==> config.mk <==
export PLATFORM = sky130hd
export DESIGN_NAME = audio_frontend_envelope_core_flat
export DESIGN_NICKNAME = d
export VERILOG_FILES = /design/src/sv/afe_pkg.sv /design/src/sv/afe_in_if.sv /design/src/sv/afe_out_if.sv /design/src/sv/afe_seq.sv /design/src/sv/afe_dp.sv /design/src/sv/afe_stats.sv /design/src/sv/audio_frontend_envelope_core.sv /design/src/flat_wrapper.sv
export SDC_FILE = /design/constraint.sdc
export NUM_CORES = 2
export LEC_CHECK = 0
export BUFFER_PORTS_ARGS = -buffer_cell sky130_fd_sc_hd__clkbuf_2
export CAP_MARGIN = 40
export CORE_ASPECT_RATIO = 0.5
export CORE_MARGIN = 2
export CORE_UTILIZATION = 59
export DETAILED_ROUTE_END_ITERATION = 6
export GPL_TIMING_DRIVEN = 0
export PLACE_DENSITY = 0.79
export SLEW_MARGIN = 20
export SYNTH_ARGS = -nofsm -noshare
export SYNTH_HDL_FRONTEND = slang
export SYNTH_SLANG_ARGS = --single-unit
==> constraint.sdc <==
create_clock -name clk -period 7.9 [get_ports clk]
set_clock_uncertainty 0.05 [all_clocks]
set_input_delay 1.58 -clock clk [delete_from_list [all_inputs] [get_ports clk]]
set_output_delay 1.58 -clock clk [all_outputs]
set_load 0.1 [all_outputs]
==> src/sv/afe_pkg.sv <==
// Shared types, register codes and the microcode program of the envelope front end.
package afe_pkg;

  localparam int CFG_IDX_W  = 3;
  localparam int CFG_DATA_W = 16;

  localparam logic [CFG_IDX_W-1:0] REG_GAIN = 3'd0;
  localparam logic [CFG_IDX_W-1:0] REG_B0   = 3'd1;
  localparam logic [CFG_IDX_W-1:0] REG_B1   = 3'd2;
  localparam logic [CFG_IDX_W-1:0] REG_B2   = 3'd3;
  localparam logic [CFG_IDX_W-1:0] REG_A1   = 3'd4;
  localparam logic [CFG_IDX_W-1:0] REG_A2   = 3'd5;

  localparam logic [3:0]         GAIN_RST = 4'd4;
  localparam logic signed [15:0] B0_RST   = 16'sd15847;
  localparam logic signed [15:0] B1_RST   = -16'sd31693;
  localparam logic signed [15:0] B2_RST   = 16'sd15847;
  localparam logic signed [15:0] A1_RST   = -16'sd31677;
  localparam logic signed [15:0] A2_RST   = 16'sd15319;

  typedef logic [3:0] step_t;

  localparam step_t S_IDLE  = 4'd0;
  localparam step_t S_MGAIN = 4'd1;
  localparam step_t S_CLIP  = 4'd2;
  localparam step_t S_MB0   = 4'd3;
  localparam step_t S_Y     = 4'd4;
  localparam step_t S_MB1   = 4'd5;
  localparam step_t S_MA1   = 4'd6;
  localparam step_t S_MB2   = 4'd7;
  localparam step_t S_MA2   = 4'd8;
  localparam step_t S_ACC2  = 4'd9;
  localparam step_t S_STAT  = 4'd10;
  localparam step_t S_DIV   = 4'd11;
  localparam step_t S_OUT   = 4'd12;

  typedef enum logic [1:0] {MA_XS, MA_X, MA_Y} mul_a_t;
  typedef enum logic [2:0] {MB_GAIN, MB_B0, MB_B1, MB_B2, MB_A1, MB_A2} mul_b_t;
  typedef enum logic [1:0] {ACC_HOLD, ACC_P_D2, ACC_SUB_SH, ACC_LOAD_P} acc_op_t;
  typedef enum logic [2:0] {W_NONE, W_X, W_Y, W_D1, W_D2} wr_t;
  typedef enum logic [2:0] {C_NEXT, C_WAIT_IN, C_CHUNK, C_WAIT_OUT, C_GOTO} cond_t;

  typedef struct packed {
    mul_a_t  mul_a;
    mul_b_t  mul_b;
    acc_op_t acc_op;
    wr_t     wr;
    logic    load_in;
    logic    stats_en;
    logic    div_en;
    logic    load_out;
    cond_t   cond;
    step_t   target;
  } ucode_t;

  typedef struct packed {
    logic close_now;
  } stat_t;

  localparam ucode_t UC_NOP = '{
    mul_a: MA_XS, mul_b: MB_GAIN, acc_op: ACC_HOLD, wr: W_NONE,
    load_in: 1'b0, stats_en: 1'b0, div_en: 1'b0, load_out: 1'b0,
    cond: C_NEXT, target: S_IDLE
  };

  // Program ROM: products go through the shared multiplier, one per step.
  function automatic ucode_t ucode(input step_t s);
    ucode_t w;
    w = UC_NOP;
    case (s)
      S_IDLE: begin
        w.load_in = 1'b1;
        w.cond    = C_WAIT_IN;
      end
      S_MGAIN: begin
        w.mul_a = MA_XS;
        w.mul_b = MB_GAIN;
      end
      S_CLIP: w.wr = W_X;
      S_MB0: begin
        w.mul_a = MA_X;
        w.mul_b = MB_B0;
      end
      S_Y: w.wr = W_Y;
      S_MB1: begin
        w.mul_a = MA_X;
        w.mul_b = MB_B1;
      end
      S_MA1: begin
        w.mul_a  = MA_Y;
        w.mul_b  = MB_A1;
        w.acc_op = ACC_P_D2;
      end
      S_MB2: begin
        w.mul_a  = MA_X;
        w.mul_b  = MB_B2;
        w.acc_op = ACC_SUB_SH;
      end
      S_MA2: begin
        w.mul_a  = MA_Y;
        w.mul_b  = MB_A2;
        w.acc_op = ACC_LOAD_P;
        w.wr     = W_D1;
      end
      S_ACC2: w.acc_op = ACC_SUB_SH;
      S_STAT: begin
        w.wr       = W_D2;
        w.stats_en = 1'b1;
        w.cond     = C_CHUNK;
        w.target   = S_OUT;
      end
      S_DIV: w.div_en = 1'b1;
      S_OUT: begin
        w.load_out = 1'b1;
        w.cond     = C_WAIT_OUT;
        w.target   = S_IDLE;
      end
      default: begin
        w.cond   = C_GOTO;
        w.target = S_IDLE;
      end
    endcase
    return w;
  endfunction

endpackage

==> src/sv/afe_in_if.sv <==
// Input channel: one raw microphone word per request.
interface afe_in_if;
  logic               valid;
  logic               ready;
  logic signed [31:0] raw_word;

  modport source (output valid, output raw_word, input ready);
  modport sink (input valid, input raw_word, output ready);
endinterface

==> src/sv/afe_out_if.sv <==
// Output channel: one filtered sample with its statistics per request.
interface afe_out_if;
  logic              valid;
  logic              ready;
  logic signed [7:0] filtered_sample;
  logic [13:0]       write_index;
  logic [6:0]        running_max;
  logic signed [7:0] running_min;
  logic              chunk_done;
  logic [7:0]        envelope_avg;

  modport source (output valid, output filtered_sample, output write_index,
                  output running_max, output running_min, output chunk_done,
                  output envelope_avg, input ready);
  modport sink (input valid, input filtered_sample, input write_index,
                input running_max, input running_min, input chunk_done,
                input envelope_avg, output ready);
endinterface

==> src/sv/afe_seq.sv <==
// Microcode sequencer: step counter, program ROM and conditional jumps.
module afe_seq (
  input  logic            clk,
  input  logic            rst,
  input  logic            in_valid,
  input  logic            out_free,
  input  afe_pkg::stat_t  status,
  output logic            in_ready,
  output afe_pkg::ucode_t ctl
);

  afe_pkg::step_t  step;
  afe_pkg::step_t  step_next;
  afe_pkg::ucode_t word;

  assign word     = afe_pkg::ucode(step);
  assign in_ready = word.load_in;

  always_comb begin
    ctl          = word;
    ctl.load_in  = word.load_in & in_valid;
    ctl.load_out = word.load_out & out_free;
  end

  always_comb begin
    case (word.cond)
      afe_pkg::C_NEXT:     step_next = afe_pkg::step_t'(step + 1'b1);
      afe_pkg::C_WAIT_IN:  step_next = in_valid ? afe_pkg::step_t'(step + 1'b1) : step;
      afe_pkg::C_CHUNK:    step_next = status.close_now ? afe_pkg::step_t'(step + 1'b1)
                                                        : word.target;
      afe_pkg::C_WAIT_OUT: step_next = out_free ? word.target : step;
      afe_pkg::C_GOTO:     step_next = word.target;
      default:             step_next = afe_pkg::S_IDLE;
    endcase
  end

  always_ff @(posedge clk) begin
    if (rst) begin
      step <= afe_pkg::S_IDLE;
    end else begin
      step <= step_next;
    end
  end

endmodule

==> src/sv/afe_dp.sv <==
// Filter datapath: config registers, shared multiplier, accumulator and biquad state.
module afe_dp #(
  parameter int COEF_FRAC_BITS = 14
) (
  input  logic                               clk,
  input  logic                               rst,
  input  logic                               cfg_we,
  input  logic [afe_pkg::CFG_IDX_W-1:0]      cfg_index,
  input  logic [afe_pkg::CFG_DATA_W-1:0]     cfg_data,
  input  logic signed [31:0]                 raw_word,
  input  afe_pkg::ucode_t                    ctl,
  output logic signed [7:0]                  q
);

  localparam int PW = 49;
  localparam int AW = 50;
  localparam logic signed [31:0] LIM_HI = 32'sd127 * (32'sd1 <<< COEF_FRAC_BITS);
  localparam logic signed [31:0] LIM_LO = -32'sd128 * (32'sd1 <<< COEF_FRAC_BITS);

  logic [3:0]               gain;
  logic signed [15:0]       coef_b0, coef_b1, coef_b2, coef_a1, coef_a2;
  logic signed [24:0]       xs;
  logic signed [7:0]        x;
  logic signed [31:0]       y;
  logic signed [31:0]       delay_one, delay_two;
  logic signed [PW-1:0]     p;
  logic signed [AW-1:0]     acc;
  logic signed [31:0]       a_op;
  logic signed [16:0]       b_op;
  logic signed [7:0]        x_clip;
  logic signed [AW-1:0]     y_sum;
  logic [31:0]              y_mag;

  function automatic logic signed [31:0] sat32(input logic signed [AW-1:0] v);
    if (v[AW-1:31] == '0 || v[AW-1:31] == '1) begin
      return v[31:0];
    end
    return v[AW-1] ? 32'sh8000_0000 : 32'sh7fff_ffff;
  endfunction

  always_ff @(posedge clk) begin
    if (rst) begin
      gain    <= afe_pkg::GAIN_RST;
      coef_b0 <= afe_pkg::B0_RST;
      coef_b1 <= afe_pkg::B1_RST;
      coef_b2 <= afe_pkg::B2_RST;
      coef_a1 <= afe_pkg::A1_RST;
      coef_a2 <= afe_pkg::A2_RST;
    end else if (cfg_we) begin
      case (cfg_index)
        afe_pkg::REG_GAIN: gain    <= cfg_data[3:0];
        afe_pkg::REG_B0:   coef_b0 <= cfg_data;
        afe_pkg::REG_B1:   coef_b1 <= cfg_data;
        afe_pkg::REG_B2:   coef_b2 <= cfg_data;
        afe_pkg::REG_A1:   coef_a1 <= cfg_data;
        afe_pkg::REG_A2:   coef_a2 <= cfg_data;
        default: ;
      endcase
    end
  end

  always_comb begin
    case (ctl.mul_a)
      afe_pkg::MA_XS: a_op = 32'(xs);
      afe_pkg::MA_X:  a_op = 32'(x);
      afe_pkg::MA_Y:  a_op = y;
      default:        a_op = y;
    endcase
    case (ctl.mul_b)
      afe_pkg::MB_GAIN: b_op = {13'd0, gain};
      afe_pkg::MB_B0:   b_op = 17'(coef_b0);
      afe_pkg::MB_B1:   b_op = 17'(coef_b1);
      afe_pkg::MB_B2:   b_op = 17'(coef_b2);
      afe_pkg::MB_A1:   b_op = 17'(coef_a1);
      afe_pkg::MB_A2:   b_op = 17'(coef_a2);
      default:          b_op = '0;
    endcase
  end

  always_comb begin
    if (p > 49'sd127) begin
      x_clip = 8'sd127;
    end else if (p < -49'sd128) begin
      x_clip = -8'sd128;
    end else begin
      x_clip = p[7:0];
    end
  end

  assign y_sum = AW'(p) + AW'(delay_one);

  // output quantizer: clamp, then truncate toward zero
  always_comb begin
    y_mag = -y;
    if (y > LIM_HI) begin
      q = 8'sd127;
    end else if (y < LIM_LO) begin
      q = -8'sd128;
    end else if (!y[31]) begin
      q = 8'(y >>> COEF_FRAC_BITS);
    end else begin
      q = -(8'(y_mag >> COEF_FRAC_BITS));
    end
  end

  always_ff @(posedge clk) begin
    p <= a_op * b_op;
    if (ctl.load_in) begin
      xs <= raw_word[31:7];
    end
    case (ctl.acc_op)
      afe_pkg::ACC_P_D2:   acc <= AW'(p) + AW'(delay_two);
      afe_pkg::ACC_SUB_SH: acc <= acc - AW'(p >>> COEF_FRAC_BITS);
      afe_pkg::ACC_LOAD_P: acc <= AW'(p);
      default: ;
    endcase
    if (ctl.wr == afe_pkg::W_X) begin
      x <= x_clip;
    end
    if (ctl.wr == afe_pkg::W_Y) begin
      y <= sat32(y_sum);
    end
  end

  always_ff @(posedge clk) begin
    if (rst) begin
      delay_one <= '0;
      delay_two <= '0;
    end else begin
      if (ctl.wr == afe_pkg::W_D1) begin
        delay_one <= sat32(acc);
      end
      if (ctl.wr == afe_pkg::W_D2) begin
        delay_two <= sat32(acc);
      end
    end
  end

endmodule

==> src/sv/afe_stats.sv <==
// Sample statistics: running peaks, ring slot, chunk sum and the reciprocal-multiply average.
module afe_stats #(
  parameter int CHUNK_LEN  = 128,
  parameter int RING_DEPTH = 16384
) (
  input  logic              clk,
  input  logic              rst,
  input  afe_pkg::ucode_t   ctl,
  input  logic signed [7:0] q,
  output afe_pkg::stat_t    status,
  output logic [6:0]        peak_high,
  output logic signed [7:0] peak_low,
  output logic [13:0]       write_index,
  output logic              done,
  output logic [7:0]        quo
);

  localparam int FW     = $clog2(CHUNK_LEN);
  localparam int SW     = $clog2(128 * CHUNK_LEN + 1);
  localparam int RW     = $clog2(RING_DEPTH);
  localparam int MW     = SW + 2;
  localparam int DIV_SH = SW + FW;
  // ceil(2^DIV_SH / CHUNK_LEN) gives the exact floor quotient for any SW-bit sum
  localparam longint DIV_M = ((longint'(1) <<< DIV_SH) + CHUNK_LEN - 1) / CHUNK_LEN;
  localparam logic [MW-1:0] DIV_RECIP = MW'(DIV_M);

  logic [FW-1:0]    chunk_fill;
  logic [SW-1:0]    magnitude_sum;
  logic [SW-1:0]    sum_next;
  logic [SW-1:0]    rem;
  logic [SW+MW-1:0] prod;
  logic [RW-1:0]    ring_position;
  logic [RW+13:0]   ring_ext;
  logic [7:0]       mag;

  assign mag      = q[7] ? (~q + 8'd1) : q;
  assign sum_next = SW'(magnitude_sum + SW'(mag));
  assign prod     = rem * DIV_RECIP;
  assign ring_ext = {14'd0, ring_position};
  assign write_index = ring_ext[13:0];

  assign status.close_now = (chunk_fill == FW'(CHUNK_LEN - 1));

  always_ff @(posedge clk) begin
    if (rst) begin
      peak_high     <= '0;
      peak_low      <= '0;
      chunk_fill    <= '0;
      magnitude_sum <= '0;
      ring_position <= '0;
      done          <= 1'b0;
      quo           <= '0;
    end else begin
      if (ctl.stats_en) begin
        if (q > $signed({1'b0, peak_high})) begin
          peak_high <= q[6:0];
        end
        if (q < peak_low) begin
          peak_low <= q;
        end
        quo  <= '0;
        done <= status.close_now;
        if (status.close_now) begin
          chunk_fill    <= '0;
          magnitude_sum <= '0;
          rem           <= sum_next;
        end else begin
          chunk_fill    <= FW'(chunk_fill + 1'b1);
          magnitude_sum <= sum_next;
        end
      end
      // chunk average: closed sum times the reciprocal of the chunk length
      if (ctl.div_en) begin
        quo <= prod[DIV_SH +: 8];
      end
      if (ctl.load_out) begin
        if (ring_position == RW'(RING_DEPTH - 1)) begin
          ring_position <= '0;
        end else begin
          ring_position <= RW'(ring_position + 1'b1);
        end
      end
    end
  end

endmodule

==> src/sv/audio_frontend_envelope_core.sv <==
// One sample at a time: the next sample is taken only after the last result is loaded
// into the result register, which waits while an earlier result is still held; the microcode
// program runs the five filter products and the gain through one shared multiplier,
// and the chunk average takes one extra step for its reciprocal multiply.
// Reset (rst, synchronous): filter state, peaks, chunk and ring counters clear,
// configuration returns to its default values, no result is pending.
module audio_frontend_envelope_core #(
  parameter int CHUNK_LEN      = 128,
  parameter int RING_DEPTH     = 16384,
  parameter int COEF_FRAC_BITS = 14
) (
  input  logic                           clk,
  input  logic                           rst,
  input  logic                           cfg_we,
  input  logic [afe_pkg::CFG_IDX_W-1:0]  cfg_index,
  input  logic [afe_pkg::CFG_DATA_W-1:0] cfg_data,
  afe_in_if.sink                         sample_in,
  afe_out_if.source                      result_out
);

  afe_pkg::ucode_t   ctl;
  afe_pkg::stat_t    status;
  logic              out_valid;
  logic              out_free;
  logic signed [7:0] q;
  logic [6:0]        peak_high;
  logic signed [7:0] peak_low;
  logic [13:0]       write_index;
  logic              done;
  logic [7:0]        quo;

  assign out_free = !out_valid || result_out.ready;

  afe_seq u_seq (
    .clk      (clk),
    .rst      (rst),
    .in_valid (sample_in.valid),
    .out_free (out_free),
    .status   (status),
    .in_ready (sample_in.ready),
    .ctl      (ctl)
  );

  afe_dp #(
    .COEF_FRAC_BITS (COEF_FRAC_BITS)
  ) u_dp (
    .clk       (clk),
    .rst       (rst),
    .cfg_we    (cfg_we),
    .cfg_index (cfg_index),
    .cfg_data  (cfg_data),
    .raw_word  (sample_in.raw_word),
    .ctl       (ctl),
    .q         (q)
  );

  afe_stats #(
    .CHUNK_LEN  (CHUNK_LEN),
    .RING_DEPTH (RING_DEPTH)
  ) u_stats (
    .clk         (clk),
    .rst         (rst),
    .ctl         (ctl),
    .q           (q),
    .status      (status),
    .peak_high   (peak_high),
    .peak_low    (peak_low),
    .write_index (write_index),
    .done        (done),
    .quo         (quo)
  );

  // result register parts the sequencer from the downstream side
  always_ff @(posedge clk) begin
    if (rst) begin
      out_valid <= 1'b0;
    end else if (ctl.load_out) begin
      out_valid <= 1'b1;
    end else if (result_out.ready) begin
      out_valid <= 1'b0;
    end
  end

  always_ff @(posedge clk) begin
    if (ctl.load_out) begin
      result_out.filtered_sample <= q;
      result_out.write_index     <= write_index;
      result_out.running_max     <= peak_high;
      result_out.running_min     <= peak_low;
      result_out.chunk_done      <= done;
      result_out.envelope_avg    <= quo;
    end
  end

  assign result_out.valid = out_valid;

endmodule

==> src/flat_wrapper.sv <==
// flat-port wrapper written by rule: the top's interface ports become plain ports
module audio_frontend_envelope_core_flat 
#(
  parameter int CHUNK_LEN      = 128,
  parameter int RING_DEPTH     = 16384,
  parameter int COEF_FRAC_BITS = 14
)
  (clk, rst, cfg_we, cfg_index, cfg_data, sample_in_valid, sample_in_raw_word, sample_in_ready, result_out_valid, result_out_filtered_sample, result_out_write_index, result_out_running_max, result_out_running_min, result_out_chunk_done, result_out_envelope_avg, result_out_ready);
  afe_in_if sample_in_i ();
  afe_out_if result_out_i ();
  input  logic clk;
  input  logic rst;
  input  logic cfg_we;
  input  logic [afe_pkg::CFG_IDX_W-1:0] cfg_index;
  input  logic [afe_pkg::CFG_DATA_W-1:0] cfg_data;
  input wire logic [$bits(sample_in_i.valid)-1:0] sample_in_valid;
  input wire logic [$bits(sample_in_i.raw_word)-1:0] sample_in_raw_word;
  output wire logic [$bits(sample_in_i.ready)-1:0] sample_in_ready;
  output wire logic [$bits(result_out_i.valid)-1:0] result_out_valid;
  output wire logic [$bits(result_out_i.filtered_sample)-1:0] result_out_filtered_sample;
  output wire logic [$bits(result_out_i.write_index)-1:0] result_out_write_index;
  output wire logic [$bits(result_out_i.running_max)-1:0] result_out_running_max;
  output wire logic [$bits(result_out_i.running_min)-1:0] result_out_running_min;
  output wire logic [$bits(result_out_i.chunk_done)-1:0] result_out_chunk_done;
  output wire logic [$bits(result_out_i.envelope_avg)-1:0] result_out_envelope_avg;
  input wire logic [$bits(result_out_i.ready)-1:0] result_out_ready;
  assign sample_in_i.valid = sample_in_valid;
  assign sample_in_i.raw_word = sample_in_raw_word;
  assign sample_in_ready = sample_in_i.ready;
  assign result_out_valid = result_out_i.valid;
  assign result_out_filtered_sample = result_out_i.filtered_sample;
  assign result_out_write_index = result_out_i.write_index;
  assign result_out_running_max = result_out_i.running_max;
  assign result_out_running_min = result_out_i.running_min;
  assign result_out_chunk_done = result_out_i.chunk_done;
  assign result_out_envelope_avg = result_out_i.envelope_avg;
  assign result_out_i.ready = result_out_ready;
  audio_frontend_envelope_core #(.CHUNK_LEN(CHUNK_LEN), .RING_DEPTH(RING_DEPTH), .COEF_FRAC_BITS(COEF_FRAC_BITS)) u_core (.clk(clk), .rst(rst), .cfg_we(cfg_we), .cfg_index(cfg_index), .cfg_data(cfg_data), .sample_in(sample_in_i), .result_out(result_out_i));
endmodule
== Word-level counts from Yosys, hierarchy flattened ==
Index checks and enable logic that the tools add are counted.

* Bitwise logic cells: 4
* Eq/ne operators: 40
* Reduce and logical (&&, ||, !) cells: 26
* $mul: 1
* $add $sub $neg: 10
* $lt $le $gt $ge: 6
* Multiplexer cells: 42

{| class="wikitable"
|+ Operator list
! kind !! count
|-
| two-way mux 32 bit || 7
|-
| one-hot mux 50 bit (3 select lines) || 1
|-
| one-hot mux 17 bit (6 select lines) || 1
|-
| adder 49 x 32 -> 50 bit || 2
|-
| one-hot mux 32 bit (2 select lines) || 1
|-
| two-way mux 8 bit || 7
|-
| subtractor 50 x 35 -> 50 bit || 1
|-
| > comparator 49 x 8 -> 1 bit, second input constant || 1
|-
| less-than comparator 49 x 8 -> 1 bit, second input constant || 1
|-
| multiplier 32 x 17 -> 49 bit || 1
|-
| equality test 19 bit, second input constant || 2
|-
| logical NOT 19 bit || 2
|-
| > comparator 32 x 22 -> 1 bit, second input constant || 1
|-
| less-than comparator 32 x 22 -> 1 bit, second input constant || 1
|-
| one-hot mux 5 bit (5 select lines) || 1
|-
| equality test 3 x 2 -> 1 bit, second input constant || 8
|-
| one-hot mux 3 bit (4 select lines) || 2
|-
| negator 22 bit || 1
|-
| equality test 4 bit, second input constant || 5
|-
| one-hot mux 4 bit (5 select lines) || 1
|-
| equality test 3 bit, second input constant || 6
|-
| AND reduction 2 bit || 9
|-
| equality test 4 x 3 -> 1 bit, second input constant || 4
|-
| two-way mux 4 bit || 4
|-
| 34 further kinds || 59
|}

* Register bits: 438
* Output and inout port bits: 48
* Word-level logic and storage cells: 158
* Input bits: 56

== Longest topological paths before layout ==
* Depth after elaboration: 10
* Mapped depth: 35
* Mapped depth without buffers: 32

== By module ==
From an unflattened synthesis, not the netlist that was laid out.

* Cell total of the unflattened synthesis: 5234
* Area total of the unflattened synthesis: 44978.1 µm²

{| class="wikitable"
|+ Modules (own cells, without submodules)
! module !! area an instance (µm²) !! seq. area each (µm²) !! instances !! cells each
|-
| afe_dp || 39375.3 || 7397.1 || 1 || 4702
|-
| afe_stats || 3657.3 || 1441.4 || 1 || 414
|-
| audio_frontend_envelope_core || 1427.6 || 1401.3 || 1 || 50
|-
| afe_seq || 518.0 || 80.1 || 1 || 68
|}

== Worst setup path before layout ==
Ideal clock, no wire load.

* Kind: reg2reg
* Start point: register u_core.u_seq.step[0]
* End point: register u_core.u_dp.p[45]
* Slack: -16 ps
* Stages on the path, launching flop included: 31
* Library setup time: 72 ps
* Buffers on the path: 3
* Data required time: 7778 ps
* Data arrival time: 7794 ps
* Clock period less this slack: 7916 ps
* Cells stage by stage: dfxtp_1 ha_1 clkbuf_1 a21oi_1 or2_2 nor2_1 clkbuf_1 a21oi_1 o21ai_1 nand2_1 fa_1 inv_1 fa_1 fa_1 fa_1 fa_1 inv_1 fa_1 inv_1 ha_1 clkbuf_1 nand2_1 o21ai_0 a21oi_1 o211ai_1 a221oi_1 a31oi_1 a31oi_1 or3_1 a31oi_1 xor2_1

* Cells in the longest elaborated chain, start to end: 5
* Elaborated cells on any way between the ends: 17
* Those cells by class: mul: 1; eq/ne: 11; mux: 3; reduce/logical: 2

{| class="wikitable"
|+ Ends and longest elaborated chain
! element !! line !! source
|-
| start: declaration || afe_seq.sv:12 || <nowiki>afe_pkg::step_t step;</nowiki>
|-
| start signal: assignment || afe_seq.sv:39 || <nowiki>step <= afe_pkg::S_IDLE;</nowiki>
|-
| start signal: assignment || afe_seq.sv:41 || <nowiki>step <= step_next;</nowiki>
|-
| equality test 4 bit, or another cell as far along || afe_pkg.sv:70 || <nowiki>case (s)</nowiki>
|-
| one-hot mux 5 bit (5 select lines) (*) || afe_pkg.sv:70 ||
|-
| equality test 3 bit, or another cell as far along || afe_dp.sv:69 || <nowiki>case (ctl.mul_b)</nowiki>
|-
| one-hot mux 17 bit (6 select lines) or one-hot mux 32 bit (2 select lines) (tied branches) || afe_dp.sv:69, afe_dp.sv:63 ||
|-
| multiplier 32 x 17 -> 49 bit (*) || afe_dp.sv:107 || <nowiki>p <= a_op * b_op;</nowiki>
|-
| end signal: assignment || afe_dp.sv:107 ||
|-
| end: declaration || afe_dp.sv:26 || <nowiki>logic signed [PW-1:0] p;</nowiki>
|}

Every way passes the cells marked *; elsewhere a longest branch is shown, timed or not.
A chain may end at the register's enable or synchronous reset.

== Worst setup path in the final report ==
Ends and elaborated chain as after synthesis.

==> results.sh <==
export IMPL_setup_viol=11
export IMPL_cp_start_kind="flip-flop"
export IMPL_gp_congestion=1.07
export IMPL_placementRows=71
export IMPL_synthMuxAreaShare_pct=0.381
export IMPL_p_sw_mw=13.9
export IMPL_whs_path_depth=0
export IMPL_multi_input_area_um2=32800
export IMPL_core_area_um2=75100
export IMPL_h_tree_depth=2
export IMPL_synth_compound_area_share_pct=17.0
export IMPL_vias_per_cell=6.46
export IMPL_fin_crit_sh_pct=106
export IMPL_cap_violations=0
export IMPL_ant_nets=0
export IMPL_cts_sinks=431
export IMPL_comb_power_share_pct=77.5
export IMPL_yosysWarnings=0
export IMPL_slowest_stage="fa_1"
export IMPL_post_route_cells_drive_above_1_share_pct=15.2
export IMPL_drt_wl_total_um=165000
export IMPL_yosysSeqAreaShare_pct=23.1
export IMPL_fin_util_pct=70.9
export IMPL_power_density_nw_per_um2=485
export IMPL_internal_power_mw=11.9
export IMPL_fin_setup_tns_ns=-2.32
export IMPL_cts_buffers=44
export IMPL_grt_max_degree=53
export IMPL_power_mw=25.8
export IMPL_ys_types=87
export IMPL_grt_pass1_vias=41381
export IMPL_synth_fp_nets=6035
export IMPL_reg2regPathDepth=32
export IMPL_start_util_pct=59.5
export IMPL_cp_required_ns=8.35
export IMPL_ys_ff_latch=431
export IMPL_clock_latency_ns=0.61
export IMPL_crit_start="u_core.u_seq.step[0]$_SDFFE_PP0P_"
export IMPL_synth_fa_ha_area_share_pct=31.7
export IMPL_die_h_um=199
export IMPL_async_flop_share_pct=0
export IMPL_areaGrowthSynthToFinish_pct=19.0
export IMPL_antenna_found_initial=8
export IMPL_synth_simple_area_share_pct=16.4
export IMPL_rrSetupSlack_ns=-0.47
export IMPL_critPathArrivalTime_ns=8.82
export IMPL_io_pins=104
export IMPL_synthesis_area_um2=44700
export IMPL_worstSetupPathType="flip-flop to flip-flop"
export IMPL_grt_pass1_wl_um=242000
export IMPL_die_area_um2=78100
export IMPL_holdCritPathClass="flip-flop to flip-flop"
export IMPL_cts_tree="built"
export IMPL_slew_headroom_pct=35.8
export IMPL_seq_power_share_pct=13.7
export IMPL_dp_final_hpwl_um=121000
export IMPL_crit_path_end_kind="flip-flop"
export IMPL_fin_ws_ns=-0.468
export IMPL_io_buffers=96
export IMPL_nNetsFinal=6410
export IMPL_hold_path_startpoint="u_core.u_stats.peak_low[4]$_SDFFE_PP0P_"
export IMPL_fmax_ghz=0.119
export IMPL_grt_overflow=0
export IMPL_vias=42643
export IMPL_clk_path_buf_depth=3
export IMPL_drv_slew=0
export IMPL_violations="design-rule violations, negative setup slack"
export IMPL_synth_cells=5162
export IMPL_clkTransAtPathRegs_ns=0.06
export IMPL_rsz0062_at_grt="yes"
export IMPL_crit_top_cell="fa_1"
export IMPL_ff_latch_area_um2=10300
export IMPL_synth_xor_area_share_pct=3.68
export IMPL_clk_root_buffer_cell="clkbuf_16"
export IMPL_drc=46
export IMPL_r2r_end="u_core.u_dp.p[45]$_DFF_P_"
export IMPL_worst_slew_pin_slew_ns=0.956
export IMPL_avgSynthCellArea_um2=8.66
export IMPL_holdWs_ns=0.382
export IMPL_p_clk_share_pct=8.9
export IMPL_crit_path_max_fanout=10
export IMPL_synth_edf_count=169
export IMPL_wl_per_cell_um=24.9
export IMPL_r2r_start="u_core.u_seq.step[0]$_SDFFE_PP0P_"
export IMPL_p_leak_nw=23.7
export IMPL_track_usage_pct=41.0
export IMPL_fp_dieW_um=393
export IMPL_worstHoldEndpoint="u_core.result_out.running_min[4]$_DFFE_PP_"
export IMPL_max_vdd_ir_drop_mv=0.641
export IMPL_dr_pass1_iters=7
export IMPL_synth_top_family_by_area="adder cells"
export IMPL_max_stage_delay_ns=0.57
export IMPL_synthFlopType="dfxtp_1"
export IMPL_n_fill_cell=5376
export IMPL_hold_viol_final=0
export IMPL_p_sw_share_pct=53.8
export IMPL_status="complete, but fails checks"
export IMPL_min_period_ns=8.37
export IMPL_pre_cts_slack_ns=-3.48
export IMPL_drt_iter0_markers=6319
[stage by stage]
| stage | area (um2) | instances |
|---|---|---|
| 2_1_floorplan | 44700 | 5162 |
| 3_3_place_gp | 46500 | 6280 |
| 3_5_place_dp | 46800 | 6312 |
| 4_1_cts | 52000 | 6521 |
| 5_1_grt | 53200 | 6595 |
| 6_report | 53200 | 6597 |
[what timing repair did]
action / CTS / global route
setup endpoints to repair: 40 / 16
gates cloned: 7 / 1
setup buffers: 145 / 75
hold buffers: 0 / 0
pin swaps: 112 / 120
gates resized for setup: 571 / 152
[worst max-delay path, delay by kind of cell, from the launching register on]
family | cells | cell delay [ns]
adder cells (fa/ha/maj) | 8 | 3.64
XOR/XNOR | 1 | 0.27
AO/OA/AOI/OAI | 6 | 1.29
flip-flops | 1 | 0.39
AND/OR/NAND/NOR | 7 | 1.43
buffers and inverters | 10 | 1.13
[power by group through the flow]
stage               Combinational [mW]  Clock (mW)  Sequential (mW)
detailed placement                15.2           0             3.46
global route                      21.3        2.37             3.48
floorplan                         10.6           0             3.05
CTS                               17.6        2.26             3.44
finish                            20.0        2.29             3.53
global placement                  14.7           0             3.47
[how the worst max path moves through the flow]
stage	depth (start not counted)	slack, ns	end
after global routing	32	-0.55	u_core.u_dp.p[45]$_DFF_P_
after CTS	32	-0.15	u_core.u_dp.p[45]$_DFF_P_
after global placement	27	-4.09	u_core.u_dp.p[45]$_DFF_P_
final	32	-0.47	u_core.u_dp.p[45]$_DFF_P_
after floorplan	27	0.003	u_core.u_dp.p[45]$_DFF_P_
after detailed placement	32	-3.48	u_core.u_dp.p[45]$_DFF_P_
[cell usage after synthesis, types with 96 or more instances]
master,count,area (um2)
a21oi_1,323,1620
ha_1,292,3650
xnor2_1,106,928
dfxtp_1,262,5250
a211oi_1,107,803
a21o_1,96,721
clkbuf_1,210,788
nand2_1,649,2440
nor2_1,549,2060
fa_1,525,10500
inv_1,665,2500
o21ai_0,170,851
edfxtp_1,169,5070
[layer usage]
layer / wire [um] / track usage (%) / up-vias / part of all wire, %
met2: 67800 / 59.5 / 3242 / 41
li1: - / - / 18166 / -
met1: 60300 / 54.6 / 20408 / 37
met5: 110 / 0 / - / 0.067
met4: 10300 / 19.7 / 10 / 6.3
met3: 26100 / 14.5 / 817 / 16
[cell type report]
cell class                 instances  share of cell area (%)
antenna                            2                 0.00941
buffer                           215                    3.57
clock buffer                      50                    2.23
clock inverter                    32                   0.666
inverter                         666                    4.72
multi-input combinational       3826                    61.7
sequential                       431                    19.4
tap                             1022                    2.40
timing repair buffer             353                    5.31
[registers in the layout (all words and copies together), names as in the netlist, 14 cells and up]
name and cells:
u_core.u_stats.magnitude_sum 15, u_core.u_dp.coef_b0 16, u_core.u_dp.acc 50, u_core.u_dp.coef_b1 16
u_core.u_dp.p 49, u_core.u_dp.coef_b2 16, u_core.u_dp.delay_two 32, u_core.u_dp.y 32
u_core.u_dp.coef_a2 16, u_core.u_dp.coef_a1 16, u_core.result_out.write_index 14, u_core.u_dp.delay_one 32
u_core.u_stats.write_index 14, u_core.u_dp.xs 25
[kinds of logic (layout without fill, tap and decap cells)]
family          count (synthesis)  after routing
fa+ha+maj                     817            817
xor+xnor                      188            188
mux                            17             17
other cells                     0              2
buf+inv                       906           1316
compound gates               1145           1145
flops                         431            431
simple gates                 1658           1659
[cells in the final DEF (no fill, tap or decap), drive strengths merged, types with 34 or more instances in the layout]
master and n:
inv 671, nand3b 45, edfxtp 169, nor2 549
nand3 82, ha 292, o21ai 199, xor2 82
a31oi 41, o211ai 36, buf 296, nor3 57
xnor2 106, dfxtp 262, fa 525, o21a 76
a211oi 108, nand4 60, o22ai 36, a21oi 324
clkbuf 322, nor4 34, a22oi 38, nand2 649
a21o 98
(Power assumes the default switching activity.)
